**config.mk**
```make
export PLATFORM = sky130hd
export DESIGN_NAME = add_sub_paren_expression_eval_core_flat
export DESIGN_NICKNAME = d
export VERILOG_FILES = /design/src/rtl/aspe_pkg.sv /design/src/rtl/aspe_if.sv /design/src/rtl/aspe_ram.sv /design/src/rtl/add_sub_paren_expression_eval_core.sv /design/src/flat_wrapper.sv
export VERILOG_INCLUDE_DIRS = /design/src /design/src/rtl
export SDC_FILE = /design/constraint.sdc
export NUM_CORES = 2
export LEC_CHECK = 0
export ABC_CLOCK_PERIOD_IN_PS = 21000
export BUFFER_PORTS_ARGS = -buffer_cell sky130_fd_sc_hd__buf_2
export CAP_MARGIN = 20
export CORE_AREA = 5 5 330 332
export CTS_BUF_LIST = sky130_fd_sc_hd__clkbuf_8
export DETAILED_ROUTE_END_ITERATION = 7
export DIE_AREA = 0 0 335 337
export PLACE_DENSITY = 0.83
export SLEW_MARGIN = 20
export SYNTH_ARGS = -nofsm -noshare
export SYNTH_HDL_FRONTEND = slang
export SYNTH_SLANG_ARGS = --single-unit
export TNS_END_PERCENT = 100
```
**constraint.sdc**
```tcl
create_clock -name clk -period 21 [get_ports clk]
set_input_delay 2.1 -clock clk [delete_from_list [all_inputs] [get_ports clk]]
set_output_delay 2.1 -clock clk [all_outputs]
set_load 0.01 [all_outputs]
```
**src/rtl/add_sub_paren_expression_eval_core_assert.svh**
```systemverilog
// Assertion macros for the expression evaluator core.
`ifndef ADD_SUB_PAREN_EXPRESSION_EVAL_CORE_ASSERT_SVH
`define ADD_SUB_PAREN_EXPRESSION_EVAL_CORE_ASSERT_SVH
`ifndef SYNTHESIS
`define ASPE_ASSERT(lbl, prop, msg) \
  lbl: assert property (@(posedge clk) disable iff (!rst_n) prop) else $error(msg);
`define ASPE_ASSERT_NEXT(lbl, ante, cons, msg) \
  lbl: assert property (@(posedge clk) disable iff (!rst_n) (ante) |=> (cons)) \
    else $error(msg);
`else
`define ASPE_ASSERT(lbl, prop, msg)
`define ASPE_ASSERT_NEXT(lbl, ante, cons, msg)
`endif
`endif

```
**src/rtl/aspe_pkg.sv**
```systemverilog
// Shared types, codes and helpers of the expression evaluator.
`default_nettype none
package aspe_pkg;

  localparam int MAX_NEST_DEF = 32;
  localparam int SUM_W        = 32;
  localparam int EXT_W        = SUM_W + 2;
  localparam int FRAME_W      = SUM_W + 1;

  typedef logic [2:0]              status_t;
  typedef logic [7:0]              char_t;
  typedef logic signed [SUM_W-1:0] sum_t;
  typedef logic signed [EXT_W-1:0] ext_t;

  localparam status_t ST_OK         = 3'd0;
  localparam status_t ST_CLOSE      = 3'd1;
  localparam status_t ST_OPEN_MINUS = 3'd2;
  localparam status_t ST_DEEP       = 3'd3;
  localparam status_t ST_OVF        = 3'd4;

  localparam char_t CH_OPEN  = 8'h28;
  localparam char_t CH_CLOSE = 8'h29;
  localparam char_t CH_MINUS = 8'h2d;
  localparam char_t CH_ZERO  = 8'h30;
  localparam char_t CH_NINE  = 8'h39;

  // state handed to the finishing stage on the final character
  typedef struct packed {
    sum_t         cur;
    logic [31:0]  acc;
    logic         in_num;
    logic         pm;
    logic         open;
    status_t      err;
  } snap_t;

  function automatic ext_t sext(input sum_t v);
    return {{2{v[SUM_W-1]}}, v};
  endfunction

  // true when a 34-bit sum no longer fits 32-bit signed
  function automatic logic out_of_range(input ext_t s);
    return !(s[EXT_W-1:SUM_W-1] == 3'b000 || s[EXT_W-1:SUM_W-1] == 3'b111);
  endfunction

endpackage
`default_nettype wire

```
**src/rtl/aspe_if.sv**
```systemverilog
// Character request channel and result channel.
`default_nettype none
interface aspe_in_if;
  import aspe_pkg::*;
  logic  valid;
  logic  ready;
  char_t char_code;
  logic  last;
  modport source (output valid, output char_code, output last, input ready);
  modport sink (input valid, input char_code, input last, output ready);
endinterface

interface aspe_out_if;
  import aspe_pkg::*;
  logic    valid;
  logic    ready;
  sum_t    value;
  status_t status;
  modport source (output valid, output value, output status, input ready);
  modport sink (input valid, input value, input status, output ready);
endinterface
`default_nettype wire

```
**src/rtl/aspe_ram.sv**
```systemverilog
// Generic single-port-write, single-port-read RAM with registered read.
`default_nettype none
module aspe_ram #(
  parameter  int WIDTH = 8,
  parameter  int DEPTH = 16,
  localparam int AW    = (DEPTH > 1) ? $clog2(DEPTH) : 1
) (
  input  logic             clk,
  input  logic             we,
  input  logic [AW-1:0]    waddr,
  input  logic [WIDTH-1:0] wdata,
  input  logic [AW-1:0]    raddr,
  output logic [WIDTH-1:0] rdata
);
  logic [WIDTH-1:0] mem [DEPTH];
  logic [WIDTH-1:0] rdata_r;

  always_ff @(posedge clk) begin
    if (we) begin
      mem[waddr] <= wdata;
    end
    rdata_r <= mem[raddr];
  end

  assign rdata = rdata_r;
endmodule
`default_nettype wire

```
**src/rtl/add_sub_paren_expression_eval_core.sv**
```systemverilog
// Top level of the streaming +/- parenthesized expression evaluator.
//
// Takes one character per cycle, back to back unless stalled, and returns one result
// (value and status) per expression through the finishing and output registers
// once its final character is accepted. Per nesting level the outer sum and pending
// minus sit in a MAX_NEST x 33-bit stack RAM; the next read address is driven from
// the next depth so the top entry is ready on the cycle after any push or pop, and
// a push forwards its own data to the following cycle. Stack entries need no
// clearing; the block is ready right after reset. The final-character stage and the
// output register let a new expression start while a result waits.
`default_nettype none
`include "add_sub_paren_expression_eval_core_assert.svh"
module add_sub_paren_expression_eval_core #(
  parameter int MAX_NEST = aspe_pkg::MAX_NEST_DEF
) (
  input  logic        clk,
  input  logic        rst_n,
  aspe_in_if.sink     in_chan,
  aspe_out_if.source  out_chan
);
  import aspe_pkg::*;

  localparam int DW = $clog2(MAX_NEST + 1);
  localparam int AW = (MAX_NEST > 1) ? $clog2(MAX_NEST) : 1;
  localparam logic [35:0] NUM_LIM = 36'h0_8000_0000;

  // character stage state
  sum_t          cur_r, cur_nxt;
  logic [31:0]   acc_r, acc_nxt;
  logic          in_num_r, in_num_nxt;
  logic          pm_r, pm_nxt;
  logic [DW-1:0] depth_r, depth_nxt;
  status_t       err_r, err_nxt;

  // finishing stage and output register
  logic    fin_v_r;
  snap_t   fin_r, snap;
  logic    out_v_r;
  sum_t    out_val_r;
  status_t out_st_r;

  // stack memory access
  logic               mem_we;
  logic [AW-1:0]      mem_waddr, mem_raddr;
  logic [FRAME_W-1:0] mem_wdata, mem_rdata, frame;
  logic               fwd_r;
  logic [FRAME_W-1:0] fwd_data_r;
  logic [DW-1:0]      rd_depth;

  logic        out_free, fin_free, acc_item, fin_load;
  logic        is_digit, dig_ovf, fin1_ovf, pm1, top_neg;
  logic [7:0]  dig8;
  logic [35:0] acc_x10;
  ext_t        sum_fin, s2, fsum;
  sum_t        s1, top_sum;
  status_t     f_st;
  sum_t        f_val;

  assign out_free      = !out_v_r || out_chan.ready;
  assign fin_free      = !fin_v_r || out_free;
  assign in_chan.ready = fin_free;
  assign acc_item      = in_chan.valid && fin_free;
  assign fin_load      = acc_item && in_chan.last;

  assign is_digit = (in_chan.char_code >= CH_ZERO) && (in_chan.char_code <= CH_NINE);
  assign dig8     = in_chan.char_code - CH_ZERO;
  assign acc_x10  = {1'b0, acc_r, 3'b000} + {3'b000, acc_r, 1'b0} + {32'd0, dig8[3:0]};
  assign dig_ovf  = acc_x10 > NUM_LIM;

  // close off a digit run ahead of a non-digit
  assign sum_fin  = pm_r ? sext(cur_r) - {2'b00, acc_r} : sext(cur_r) + {2'b00, acc_r};
  assign fin1_ovf = in_num_r && out_of_range(sum_fin);
  assign s1       = in_num_r ? sum_fin[SUM_W-1:0] : cur_r;
  assign pm1      = in_num_r ? 1'b0 : pm_r;

  assign frame   = fwd_r ? fwd_data_r : mem_rdata;
  assign top_neg = frame[FRAME_W-1];
  assign top_sum = frame[SUM_W-1:0];
  assign s2      = top_neg ? sext(top_sum) - sext(s1) : sext(top_sum) + sext(s1);

  always_comb begin
    cur_nxt    = cur_r;
    acc_nxt    = acc_r;
    in_num_nxt = in_num_r;
    pm_nxt     = pm_r;
    depth_nxt  = depth_r;
    err_nxt    = err_r;
    mem_we     = 1'b0;
    mem_waddr  = depth_r[AW-1:0];
    mem_wdata  = {pm1, s1};
    if (acc_item && err_r == ST_OK) begin
      if (is_digit) begin
        if (dig_ovf) begin
          err_nxt = ST_OVF;
        end else begin
          acc_nxt    = acc_x10[31:0];
          in_num_nxt = 1'b1;
        end
      end else begin
        in_num_nxt = 1'b0;
        acc_nxt    = '0;
        cur_nxt    = s1;
        pm_nxt     = pm1;
        if (fin1_ovf) begin
          err_nxt = ST_OVF;
        end else begin
          case (in_chan.char_code)
            CH_OPEN: begin
              if (depth_r == DW'(MAX_NEST)) begin
                err_nxt = ST_DEEP;
              end else begin
                mem_we    = 1'b1;
                depth_nxt = depth_r + DW'(1);
                cur_nxt   = '0;
                pm_nxt    = 1'b0;
              end
            end
            CH_CLOSE: begin
              if (depth_r == '0) begin
                err_nxt = ST_CLOSE;
              end else if (pm1) begin
                err_nxt = ST_OPEN_MINUS;
              end else begin
                depth_nxt = depth_r - DW'(1);
                pm_nxt    = 1'b0;
                if (out_of_range(s2)) begin
                  err_nxt = ST_OVF;
                end else begin
                  cur_nxt = s2[SUM_W-1:0];
                end
              end
            end
            CH_MINUS: begin
              if (pm1) begin
                err_nxt = ST_OPEN_MINUS;
              end else begin
                pm_nxt = 1'b1;
              end
            end
            default: ;
          endcase
        end
      end
    end
    snap = '{cur: cur_nxt, acc: acc_nxt, in_num: in_num_nxt, pm: pm_nxt,
             open: (depth_nxt != '0), err: err_nxt};
    if (fin_load) begin
      cur_nxt    = '0;
      acc_nxt    = '0;
      in_num_nxt = 1'b0;
      pm_nxt     = 1'b0;
      depth_nxt  = '0;
      err_nxt    = ST_OK;
    end
  end

  // prefetch the entry that will be on top next cycle
  assign rd_depth  = depth_nxt - DW'(1);
  assign mem_raddr = rd_depth[AW-1:0];

  aspe_ram #(
    .WIDTH (FRAME_W),
    .DEPTH (MAX_NEST)
  ) u_stack (
    .clk   (clk),
    .we    (mem_we),
    .waddr (mem_waddr),
    .wdata (mem_wdata),
    .raddr (mem_raddr),
    .rdata (mem_rdata)
  );

  // finishing stage: last digit run, open/minus check, status
  always_comb begin
    fsum = fin_r.pm ? sext(fin_r.cur) - {2'b00, fin_r.acc}
                    : sext(fin_r.cur) + {2'b00, fin_r.acc};
    if (fin_r.err != ST_OK) begin
      f_st = fin_r.err;
    end else if (fin_r.in_num && out_of_range(fsum)) begin
      f_st = ST_OVF;
    end else if (fin_r.open || (fin_r.pm && !fin_r.in_num)) begin
      f_st = ST_OPEN_MINUS;
    end else begin
      f_st = ST_OK;
    end
    if (f_st != ST_OK) begin
      f_val = '0;
    end else if (fin_r.in_num) begin
      f_val = fsum[SUM_W-1:0];
    end else begin
      f_val = fin_r.cur;
    end
  end

  always_ff @(posedge clk) begin
    if (!rst_n) begin
      cur_r    <= '0;
      acc_r    <= '0;
      in_num_r <= 1'b0;
      pm_r     <= 1'b0;
      depth_r  <= '0;
      err_r    <= ST_OK;
      fin_v_r  <= 1'b0;
      out_v_r  <= 1'b0;
      fwd_r    <= 1'b0;
    end else begin
      cur_r    <= cur_nxt;
      acc_r    <= acc_nxt;
      in_num_r <= in_num_nxt;
      pm_r     <= pm_nxt;
      depth_r  <= depth_nxt;
      err_r    <= err_nxt;
      if (fin_free) begin
        fin_v_r <= fin_load;
      end
      if (out_free) begin
        out_v_r <= fin_v_r;
      end
      fwd_r <= mem_we && (mem_waddr == mem_raddr);
    end
  end

  always_ff @(posedge clk) begin
    if (fin_load) begin
      fin_r <= snap;
    end
    if (out_free && fin_v_r) begin
      out_val_r <= f_val;
      out_st_r  <= f_st;
    end
    fwd_data_r <= mem_wdata;
  end

  assign out_chan.valid  = out_v_r;
  assign out_chan.value  = out_val_r;
  assign out_chan.status = out_st_r;

  `ASPE_ASSERT(a_depth_bound, depth_r <= DW'(MAX_NEST), "nesting depth beyond stack size")
  `ASPE_ASSERT(a_push_clean, mem_we |-> (err_r == ST_OK && depth_r < DW'(MAX_NEST)), "push while in error or full")
  `ASPE_ASSERT_NEXT(a_push_fwd, mem_we && !fin_load, frame == $past(mem_wdata), "pushed frame not on top")
  `ASPE_ASSERT_NEXT(a_last_clear, fin_load, fin_v_r && depth_r == '0 && err_r == ST_OK, "state not cleared after final character")
  `ASPE_ASSERT(a_err_zero, (out_v_r && out_st_r != ST_OK) |-> out_val_r == '0, "nonzero value with error status")
endmodule
`default_nettype wire
```
**src/flat_wrapper.sv**
```systemverilog
// flat-port wrapper written by rule: the top's interface ports become plain ports
module add_sub_paren_expression_eval_core_flat import aspe_pkg::*;
#(
  parameter int MAX_NEST = aspe_pkg::MAX_NEST_DEF
)
  (clk, rst_n, in_chan_valid, in_chan_char_code, in_chan_last, in_chan_ready, out_chan_valid, out_chan_value, out_chan_status, out_chan_ready);
  aspe_in_if in_chan_i ();
  aspe_out_if out_chan_i ();
  input  logic clk;
  input  logic rst_n;
  input wire logic [$bits(in_chan_i.valid)-1:0] in_chan_valid;
  input wire logic [$bits(in_chan_i.char_code)-1:0] in_chan_char_code;
  input wire logic [$bits(in_chan_i.last)-1:0] in_chan_last;
  output wire logic [$bits(in_chan_i.ready)-1:0] in_chan_ready;
  output wire logic [$bits(out_chan_i.valid)-1:0] out_chan_valid;
  output wire logic [$bits(out_chan_i.value)-1:0] out_chan_value;
  output wire logic [$bits(out_chan_i.status)-1:0] out_chan_status;
  input wire logic [$bits(out_chan_i.ready)-1:0] out_chan_ready;
  assign in_chan_i.valid = in_chan_valid;
  assign in_chan_i.char_code = in_chan_char_code;
  assign in_chan_i.last = in_chan_last;
  assign in_chan_ready = in_chan_i.ready;
  assign out_chan_valid = out_chan_i.valid;
  assign out_chan_value = out_chan_i.value;
  assign out_chan_status = out_chan_i.status;
  assign out_chan_i.ready = out_chan_ready;
  add_sub_paren_expression_eval_core #(.MAX_NEST(MAX_NEST)) u_core (.clk(clk), .rst_n(rst_n), .in_chan(in_chan_i), .out_chan(out_chan_i));
endmodule
```
==> impl_metrics.csv <==
group,metric,value,unit
status,outcome,"complete, no violations",
clocking,ctsHoldBuffers,0,
setup_path,cp_common_cell,"mux2i_1",
logic_synthesis,yosysMostFrequentCell,"edfxtp_1",
logic_synthesis,ys_seq_area_frac,0.601,
logic_synthesis,synthTopCellsByCount,"1,161 x edfxtp_1, 1,036 x mux2i_1, 243 x nor2_1, 205 x a21oi_1, 182 x nand2_1",
routing,first_pass_iters,6,
setup_path,worstReg2RegEnd,"u_core.u_stack.rdata[25]$_DFF_P_",
global_routing,gr-total-overflow,0,
floorplan,io_pins,50,
timing,relSlewSlack,0.227,
placement,detailed_place_hpwl,95.8,mm
power_and_ir_drop,power_leakage,26.1,nW
setup_path,critPathKind,"flop to flop",
layout,drive_gt1_frac,0.124,
setup_path,crit_slowest_cell,"ha_4",
routing,drt_iter0_markers,4282,
timing,rsz0062_at_grt,"false",
placement,placed_area,64900,um^2
worst_hold_path,hold_path.class,"flop to flop",
clocking,clk_path_buf_depth,3,
timing,worst_pin_slew,1160,ps
timing,timing.final.crit_share,0.508,
layout,syn2layout_area_growth,9.50,%
setup_path,rr_startpoint,"u_core.acc_r[7]$_SDFF_PP0_",
floorplan,die_w,335,um
global_routing,antenna_found_initial,3,
clocking,cts_resized,0,
logic_synthesis,avgSynthCellArea,13.8,um^2
timing,clock_skew,48.4,ps
clocking,cts_tree,"yes",
clocking,root_buffer,"clkbuf_8",
setup_path,max_stage_delay,1020,ps
logic_synthesis,synthFlopType,"edfxtp_1",
logic_synthesis,synth_area_leader_cell,"edfxtp_1",
setup_path,crit_required,21790,ps
placement,dp.cells,5888,
setup_path,cpLargestDelayFamily,"simple AND/OR/NAND/NOR gates",
placement,port_buffers,49,
setup_path,end_kind,"flop",
clocking,clk_pin_slew,60,ps
floorplan,core.rowCount,120,
setup_path,r2r_setup_slack,10340,ps
logic_synthesis,synth_top_area_frac,0.555,
layout,post-route-util,0.649,
logic_synthesis,synth-edff-count,1161,
logic_synthesis,yosysWarningCount,0,
timing,finalSetupViolCount,0,
routing,vias_per_cell,6.31,
setup_path,r2r_cells,28,
setup_path,path_max_fanout,133,
logic_synthesis,synth-async-reset-ratio,0,
setup_path,cp.depth,28,
floorplan,dieArea,113000,um^2
global_routing,track_usage,0.279,
placement,place_congestion,0.984,
logic_synthesis,synth_area,62800,um^2
routing,post_drt_wl_per_cell,25.6,um
timing,timing.final.ws_setup,10340,ps
setup_path,cp-startpoint,"u_core.acc_r[7]$_SDFF_PP0_",
setup_path,start_kind,"flop",
clocking,clock_sinks,1305,
timing,fin_hold_ws,491,ps
logic_synthesis,synthTopCellsByArea,"edfxtp_1 55%, mux2i_1 17%, dfxtp_1 4.6%",
power_and_ir_drop,power.density,80.7,nW/um^2
layout,final_cell_area,68800,um^2
timing,fmax,0.0938,GHz
timing,final_max_slew_viol_count,0,
setup_path,setup.worst_path.end,"u_core.u_stack.rdata[25]$_DFF_P_",
floorplan,initial_core_util,0.593,
clocking,clkLatencyLatePin,910,ps
global_routing,grt_pass1_vias,38139,
clocking,h-tree-depth,4,
logic_synthesis,syn_nets,4749,
timing,finalHoldViolations,0,
routing,drc,0,
layout,nNetsFinal,4876,
clocking,cts_setup_buffers,0,
power_and_ir_drop,power,5.55,mW
timing,min_period,10660,ps
layout,stdcell_count,6272,
flow_run,maxCapViolations,0,
placement,pre_cts_ws,10440,ps
power_and_ir_drop,ir_drop,0.0000757,V
routing,drtAntennaViolNets,0,
floorplan,chipHeight,337,um
routing,vias,39565,
logic_synthesis,ys_types,109,
setup_path,worst-path-buf-inv,4,
timing,fin_tns_setup,0,ps
worst_hold_path,worstHoldStart,"u_core.fin_v_r$_SDFFE_PN0N_",
global_routing,grt_pass1_wl,236,mm
routing,drt_wl_total,160,mm
logic_synthesis,postSynthCellCount,4562,
clocking,cts_inserted_buffers,200,
floorplan,core_area,106000,um^2
setup_path,arrival,11450,ps
logic_synthesis,ys_ff_latch,1305,
global_routing,grt_max_degree,134,
power breakdown:
part / switching, mW / internal (mW) / leakage, nW
clock network: 0.996 / 1.02 / 2.27
logic: 0.412 / 0.215 / 11.5
registers: 0.0153 / 2.90 / 12.3
total: 1.42 / 4.13 / 26.1
flip-flops by register name, indices dropped and copies added (netlist names):
register / cells
u_core.fin_r: 70
u_core.u_stack.mem: 1056
u_core.u_stack.rdata: 33
u_core.acc_r: 32
u_core.in_num_r: 1
u_core.pm_r: 1
u_core.depth_r: 6
u_core.fin_v_r: 1
u_core.out_chan.status: 3
u_core.cur_r: 32
u_core.err_r: 3
u_core.out_chan.value: 32
u_core.out_chan.valid: 1
u_core.fwd_r: 1
u_core.fwd_data_r: 33
logic make-up after synthesis:
logic type	count (synthesis)	synth area share
compound gates	684	0.0734
fa+ha+maj	174	0.0352
xor+xnor	191	0.0272
flops	1305	0.601
buf+inv	291	0.0202
simple gates	807	0.0649
mux	1110	0.178
how the worst min path moves through the flow:
stage,to,slack (ps),cells past startpoint
floorplan,u_core.err_r[2]$_SDFF_PP0_,450,2
global placement,u_core.out_chan.valid$_SDFFE_PN0P_,470,1
detailed placement,u_core.out_chan.valid$_SDFFE_PN0P_,470,1
CTS,u_core.err_r[2]$_SDFF_PP0_,490,2
global route,u_core.out_chan.valid$_SDFFE_PN0P_,510,1
finish,u_core.out_chan.valid$_SDFFE_PN0P_,490,1
area by class of cell:
type	count	area [um^2]
inverter	84	315
clock inverter	159	887
clock buffer	218	3000
antenna	5	12.5
timing repair buffer	132	935
multi-input combinational	2966	24200
fill	7623	37200
sequential	1305	37700
tap	1403	1760
layer usage:
layer / part of all wire / track usage
met1: 0.41 / 0.391
met3: 0.085 / 0.0509
met4: 0.038 / 0.104
met2: 0.46 / 0.440
met5: 0 / 0
cell usage in the layout (no fill, tap or decap), types with 32 or more instances in the layout:
master,instances
mux2_2,73
a21o_1,81
nor2_4,32
xnor2_1,141
buf_4,77
a21oi_1,204
clkinv_1,45
edfxtp_1,1161
ha_1,168
nand3_1,62
a31oi_1,38
o21ai_0,110
inv_1,153
mux2i_1,1036
dfxtp_1,142
clkbuf_8,218
nor2_1,211
xor2_1,46
buf_2,49
nor3_1,50
and2_1,37
nand2_1,181
Note: power is estimated with default switching activity, not from simulation.
